**config.mk**
```make
export PLATFORM = sky130hd
export DESIGN_NAME = tdbt_front
export DESIGN_NICKNAME = d
export VERILOG_FILES = /design/src/rtl/tdbt_pkg.sv /design/src/rtl/tdbt_front.sv
export SDC_FILE = /design/constraint.sdc
export NUM_CORES = 1
export LEC_CHECK = 0
export ABC_AREA = 1
export BUFFER_PORTS_ARGS = -buffer_cell sky130_fd_sc_hd__buf_2
export CAP_MARGIN = 20
export CORE_MARGIN = 3
export CORE_UTILIZATION = 56
export CTS_CLUSTER_DIAMETER = 40
export DETAILED_ROUTE_END_ITERATION = 10
export GPL_ROUTABILITY_DRIVEN = 1
export HOLD_SLACK_MARGIN = 0.1
export PLACE_DENSITY = 0.84
export SYNTH_ARGS = -nofsm -noshare
export SYNTH_HDL_FRONTEND = slang
export SYNTH_SLANG_ARGS = --single-unit
```
**constraint.sdc**
```tcl
create_clock -name clk -period 17.35 [get_ports clk]
set_clock_uncertainty 0.05 [all_clocks]
set_input_delay 0 -clock clk [delete_from_list [all_inputs] [get_ports clk]]
set_output_delay 0 -clock clk [all_outputs]
set_load 0.1 [all_outputs]
```
**src/rtl/tdbt_pkg.sv**
```systemverilog
`timescale 1ns / 1ps
package tdbt_pkg;

	localparam int MAX_SOURCES    = 64;
	localparam int SOURCE_ID_BITS = 32;
	localparam int TIME_BITS      = 48;
	localparam int INDEX_BITS     = (MAX_SOURCES > 1) ? $clog2(MAX_SOURCES) : 1;
	localparam int COUNT_BITS     = $clog2(MAX_SOURCES + 1);

	typedef enum logic [1:0] {
		REQ_ANNOUNCE = 2'd0,
		REQ_UPDATE   = 2'd1,
		REQ_WAIT     = 2'd2,
		REQ_SHIFT    = 2'd3
	} req_kind_t;

	typedef enum logic [1:0] {
		ST_OK      = 2'd0,
		ST_FULL    = 2'd1,
		ST_UNKNOWN = 2'd2
	} status_code_t;

	typedef struct packed {
		logic [1:0]                req_type;
		logic [SOURCE_ID_BITS-1:0] source_id;
		logic [TIME_BITS-1:0]      time_value;
		logic [31:0]               step_dt;
	} request_t;

	typedef struct packed {
		logic                  granted;
		logic                  woken;
		logic [1:0]            status;
		logic [COUNT_BITS-1:0] dependency_count;
		logic [TIME_BITS-1:0]  min_time;
	} result_t;

	typedef enum logic [2:0] {
		BK_IDLE,
		BK_SEARCH,
		BK_APPLY,
		BK_SHIFT,
		BK_MIN,
		BK_DONE
	} back_state_t;

endpackage

```
**src/rtl/tdbt_front.sv**
```systemverilog
`timescale 1ns / 1ps
// front end: takes requests, holds them in a two-entry queue
module tdbt_front (
	input  logic              clk,
	input  logic              arst_n,
	input  logic              start,
	input  tdbt_pkg::request_t request,
	output logic              busy,
	output logic              q_valid,
	output tdbt_pkg::request_t q_head,
	input  logic              q_pop
);
	import tdbt_pkg::*;

	request_t   slot_q [2];
	logic       rd_ptr_q, wr_ptr_q;
	logic [1:0] fill_q;
	logic       push;

	assign busy    = (fill_q == 2'd2);
	assign push    = start && !busy;
	assign q_valid = (fill_q != 2'd0);
	assign q_head  = slot_q[rd_ptr_q];

	always_ff @(posedge clk) begin
		if (push) begin
			slot_q[wr_ptr_q] <= request;
		end
	end

	always_ff @(posedge clk or negedge arst_n) begin
		if (!arst_n) begin
			rd_ptr_q <= 1'b0;
			wr_ptr_q <= 1'b0;
			fill_q   <= 2'd0;
		end else begin
			if (push) wr_ptr_q <= !wr_ptr_q;
			if (q_pop) rd_ptr_q <= !rd_ptr_q;
			fill_q <= fill_q + {1'b0, push} - {1'b0, q_pop};
		end
	end
endmodule

```
==> flow_summary.json, run 1 <==
{
  "status": "finished clean",
  "cts.path.max_buffers": 3,
  "cp-start-kind": "flip-flop",
  "clk_pin_slew_worst_paths_ns": 0.06,
  "rsz0062_at_grt": "false",
  "synth_top_cell_area_share_pct": 79.4,
  "post-route-util_pct": 80.5,
  "clkLatencyLatePin_ns": 0.51,
  "drv_cap": 0,
  "synth-seq-cells": 232,
  "final_common_cell": "buf_2",
  "worstPathCellList": "buf_4 > nand2_1 > o21ai_0 > buf_2",
  "crit_path_end_kind": "output port",
  "r2r-start": "wr_ptr_q",
  "drc_errors": 0,
  "syn_nets": 743,
  "syn_area_per_cell_um2": 13.8,
  "first_pass_iters": 5,
  "start_util_pct": 58.2,
  "htree_levels": 1,
  "cp_slowest_stage_delay_ns": 1.00,
  "hold_depth": 2,
  "syn_to_final_growth_pct": 38.3,
  "fin_crit_sh_pct": 19.2,
  "grt_max_degree": 127,
  "die_x_um": 130,
  "grt_pass1_wl_um": 30600,
  "crit_cells": 4,
  "period_needed_ns": 3.32,
  "syn_area_um2": 8620,
  "place_congestion": 0.766,
  "root_buffer": "clkbuf_16",
  "cts_sinks": 232,
  "tightest_slew_ns": 1.03,
  "routed_wl_um": 20300,
  "dpl_cell_area_um2": 9930,
  "yosys_warnings": 0,
  "dieArea_um2": 16900,
  "wire_per_inst_um": 17.1,
  "cts_tree": "built",
  "yosysTopAreaCell": "edfxtp_1",
  "finalHoldViolCount": 0,
  "row_count": 44,
  "fin_cells": 1186,
  "max_slew_margin_pct": 31.6,
  "hp-class": "primary input to flip-flop",
  "ant_nets": 0,
  "vias_per_cell": 4.95,
  "hp-start": "request[48]",
  "max_freq_ghz": 0.301,
  "crit_family": "buffers and inverters",
  "dp_cells": 1019,
  "overflow": 0,
  "tns_ns": 0,
  "crit_type": "flip-flop to output port",
  "cts_resized": 0,
  "drive_above_1_share_pct": 28.0,
  "yosysSeqAreaShare_pct": 80.6,
  "die_y_um": 130,
  "vias": 5869,
  "dp.final_hpwl_um": 11000,
  "synth_top_cells_by_area": "edfxtp_1 (79%), o21ai_0 (6.6%), nand2_1 (5.4%)",
  "critPathBufInv": 2,
  "rr_worst_depth": 4,
  "nNetsFinal": 1102,
  "grt_pass1_vias": 6080,
  "reg2reg_to": "slot_q[0][97]",
  "grtUsageTotal_pct": 23.4,
  "min_to": "slot_q[1][48]",
  "r2r_slack_ns": 14.80,
  "crit_required_ns": 17.30,
  "post-route-cell-area_um2": 11900,
  "core_um2": 14800,
  "antenna_found_initial": 0,
  "portBuffers": 233,
  "maxSlewViolCount": 0,
  "path_max_fanout": 126,
  "setup_viol": 0,
  "drtIter0Drc": 369,
  "top_level_ports": 234,
  "numCtsBuffers": 27,
  "critPathArrivalTime_ns": 3.27,
  "layout_common_cells": "buf_2 (233), edfxtp_1 (228), nand2_1 (124)",
  "synth_cells": 623,
  "cpMaxStageDelayCell": "dfrtp_4",
  "ys_types": 12
}
-- per-layer routing --
layer	wire, µm	track usage [%]	share of wire [%]	vias to the layer above
li1	-	-	-	2820
met3	1360	4.63	6.7	37
met5	0	0	0	-
met1	7380	26.9	36	2777
met4	443	7.21	2.2	0
met2	11100	44.0	55	235
-- worst max path at each step --
stage / start / to
3_3_place_gp: rd_ptr_q / q_head[90]
3_5_place_dp: rd_ptr_q / q_head[58]
5_1_grt: rd_ptr_q / q_head[58]
6_report: rd_ptr_q / q_head[58]
4_1_cts: rd_ptr_q / q_head[58]
2_1_floorplan: fill_q[1] / slot_q[1][0]
-- per-stage QoR --
step           setup WS (ns)  hold slack [ns]
2_1_floorplan          11.41           -0.346
3_3_place_gp           14.65           -0.230
3_5_place_dp           14.56           -0.239
4_1_cts                14.02            0.144
5_1_grt                13.74            0.159
6_report               14.03            0.167
-- final cells by class --
type | instances | area (µm²)
antenna | 1 | 2.50
clock buffer | 29 | 683
clock inverter | 19 | 128
fill | 762 | 2890
inverter | 122 | 460
multi-input combinational | 244 | 1090
sequential | 232 | 6950
tap | 184 | 230
timing repair buffer | 355 | 2380
-- cells by family (layout without fill, tap and decap cells) --
| family | after synthesis | after routing | synth area share, % |
|---|---|---|---|
| other cells | 0 | 1 | 0 |
| xor+xnor | 1 | 1 | 0.102 |
| fa+ha+maj | 2 | 2 | 0.290 |
| flops | 232 | 232 | 80.6 |
| compound gates | 114 | 114 | 6.62 |
| simple gates | 127 | 127 | 5.56 |
| buf+inv | 147 | 525 | 6.84 |
-- repair_timing --
action	CTS	global route
setup buffers	0	0
hold buffers	118	0
hold endpoints to repair	258	0
endpoints found under the setup margin	0	0
-- flip-flops by register name, indices dropped and copies added, names as in the netlist --
name      cells
fill_q        2
wr_ptr_q      1
rd_ptr_q      1
slot_q      228
-- Yosys cell counts --
cell type and count:
nor2_1 1, buf_4 3, nand3_1 2, nand2_1 124, dfrtp_1 4, xor2_1 1, inv_1 122, ha_1 2
o21ai_0 114, buf_2 21, edfxtp_1 228, clkbuf_1 1
Power of run 1 is not shown: default switching activity piles up to over one toggle a cycle in this logic, so the estimate is an artifact.
==> inputs of run 2 (changes only) <==
Settings changed: CORE_UTILIZATION 56 to 52, PLACE_DENSITY 0.84 to 0.79.
Clock period 17.35 ns to 3.18 ns, I/O delays scaled along.
==> run 2 against run 1 <==
Clock-buffer cell count up 2. Non-clock buffer count is 3 higher. Routed wire length increased by 0.64%. Core utilization down 5.1 points. Cell count increased by 3.0%. Via count unchanged. First-iteration DRC count increased by 36%. Sequential cell count unchanged. Global-route usage decreased by 1.7 points. Final area is 1.6% higher. Sequential share of layout area fell by 0.93 points. Worst hold slack improved by 0.0013 ns. Critical path type unchanged. Critical endpoint is now q_head[86]. Largest cell class unchanged.
==> flow_summary.json, run 2 (synthesis gave the netlist of run 1 again) <==
{
  "syn_to_final_growth_pct": 40.6,
  "antenna_found_initial": 0,
  "cts.path.max_buffers": 3,
  "vias_per_cell": 4.80,
  "die_x_um": 135,
  "cts_setup_buffers": 0,
  "root_buffer": "clkbuf_16",
  "maxSlewViolCount": 0,
  "place_congestion": 0.738,
  "drc_errors": 0,
  "tns_ns": 0,
  "overflow": 0,
  "max_freq_ghz": 0.406,
  "period_needed_ns": 2.46,
  "row_count": 46,
  "cts_tree": "built",
  "crit_path_end_kind": "output port",
  "rr_worst_depth": 5,
  "clkLatencyLatePin_ns": 0.50,
  "min_to": "slot_q[1][113]",
  "cts_resized": 0,
  "finalHoldViolCount": 0,
  "drv_cap": 0,
  "max_slew_margin_pct": 54.9,
  "final_common_cell": "buf_2",
  "r2r_slack_ns": 0.98,
  "cts_sinks": 232,
  "setup_viol": 0,
  "hold_depth": 2,
  "drive_above_1_share_pct": 28.5,
  "grtUsageTotal_pct": 21.7,
  "htree_levels": 1,
  "gr-max-usage-layer": "met2",
  "grt_pass1_wl_um": 31000,
  "core_um2": 16100,
  "clk_pin_slew_worst_paths_ns": 0.06,
  "start_util_pct": 53.7,
  "routed_wl_um": 20400,
  "top_register": "slot_q",
  "grt_use_met1_pct": 24.1,
  "dp.final_hpwl_um": 10700,
  "ant_nets": 0,
  "dieArea_um2": 18200,
  "grt_max_degree": 95,
  "numCtsBuffers": 27,
  "critPathArrivalTime_ns": 2.41,
  "top_level_ports": 234,
  "nNetsFinal": 1105,
  "crit_required_ns": 3.13,
  "wire_per_inst_um": 16.7,
  "hp-start": "request[113]",
  "path_max_fanout": 88,
  "crit_type": "flip-flop to output port",
  "grt_use_met3_pct": 5.14,
  "cp-start-kind": "flip-flop",
  "die_y_um": 135,
  "rsz0062_at_grt": "false",
  "layout_common_cells": "buf_2 (233), edfxtp_1 (228), nand2_1 (124)",
  "r2r-start": "fill_q[0]",
  "hp-class": "primary input to flip-flop",
  "status": "finished clean",
  "largestRegisters": "slot_q: 228 flops, fill_q: 2 flops",
  "drtIter0Drc": 503,
  "largest_reg_flops": 228,
  "vias": 5869,
  "first_pass_iters": 5,
  "fin_crit_sh_pct": 77.4,
  "grt_util_met2_pct": 41.2,
  "reg2reg_to": "slot_q[0][3]",
  "grt_pass1_vias": 6089,
  "tightest_slew_ns": 0.675,
  "portBuffers": 233,
  "postCtsHoldBufs": 118
}
## run 2: cell type report
type	count	area, µm²
tap	216	270
fill	905	3940
multi-input combinational	244	1090
sequential	232	6950
timing repair buffer	358	2460
clock buffer	31	691
inverter	122	462
clock inverter	18	186
antenna	1	2.50
## run 2: how the worst max path moves through the flow
stage              start              to
4_1_cts         rd_ptr_q      q_head[87]
2_1_floorplan   rd_ptr_q     q_head[100]
3_5_place_dp   fill_q[0]   slot_q[0][60]
6_report        rd_ptr_q      q_head[86]
3_3_place_gp   fill_q[0]  slot_q[0][103]
5_1_grt         rd_ptr_q      q_head[41]
## run 2: through the flow
| stage | cell area [µm²] | hold WS, ns | worst slack [ns] | cells | util (%) |
|---|---|---|---|---|---|
| global route | 12100 | 0.156 | 0.616 | 1221 | 75.4 |
| floorplan | 8630 | -0.346 | 0.322 | 623 | - |
| global placement | 10100 | -0.240 | 1.09 | 1054 | 62.6 |
| detailed placement | 10100 | -0.240 | 1.04 | 1054 | 62.6 |
| finish | 12100 | 0.168 | 0.718 | 1222 | 75.4 |
| CTS | 12100 | 0.141 | 0.767 | 1221 | 75.4 |
## run 2: routing by layer
metal  vias up  part of all wire (%)
li1       2828                     -
met1      2751                    36
met2       246                    53
met3        44                   7.9
met4         0                   2.5
met5         -                     0
## run 2: worst max-delay path, stage by stage (launching register included)
cell and delay (ns):
dfrtp_4 0.73, buf_12 0.35, nand2_1 0.10, o21ai_0 0.18
buf_2 0.51
Power of run 2 is left out for the same reason.
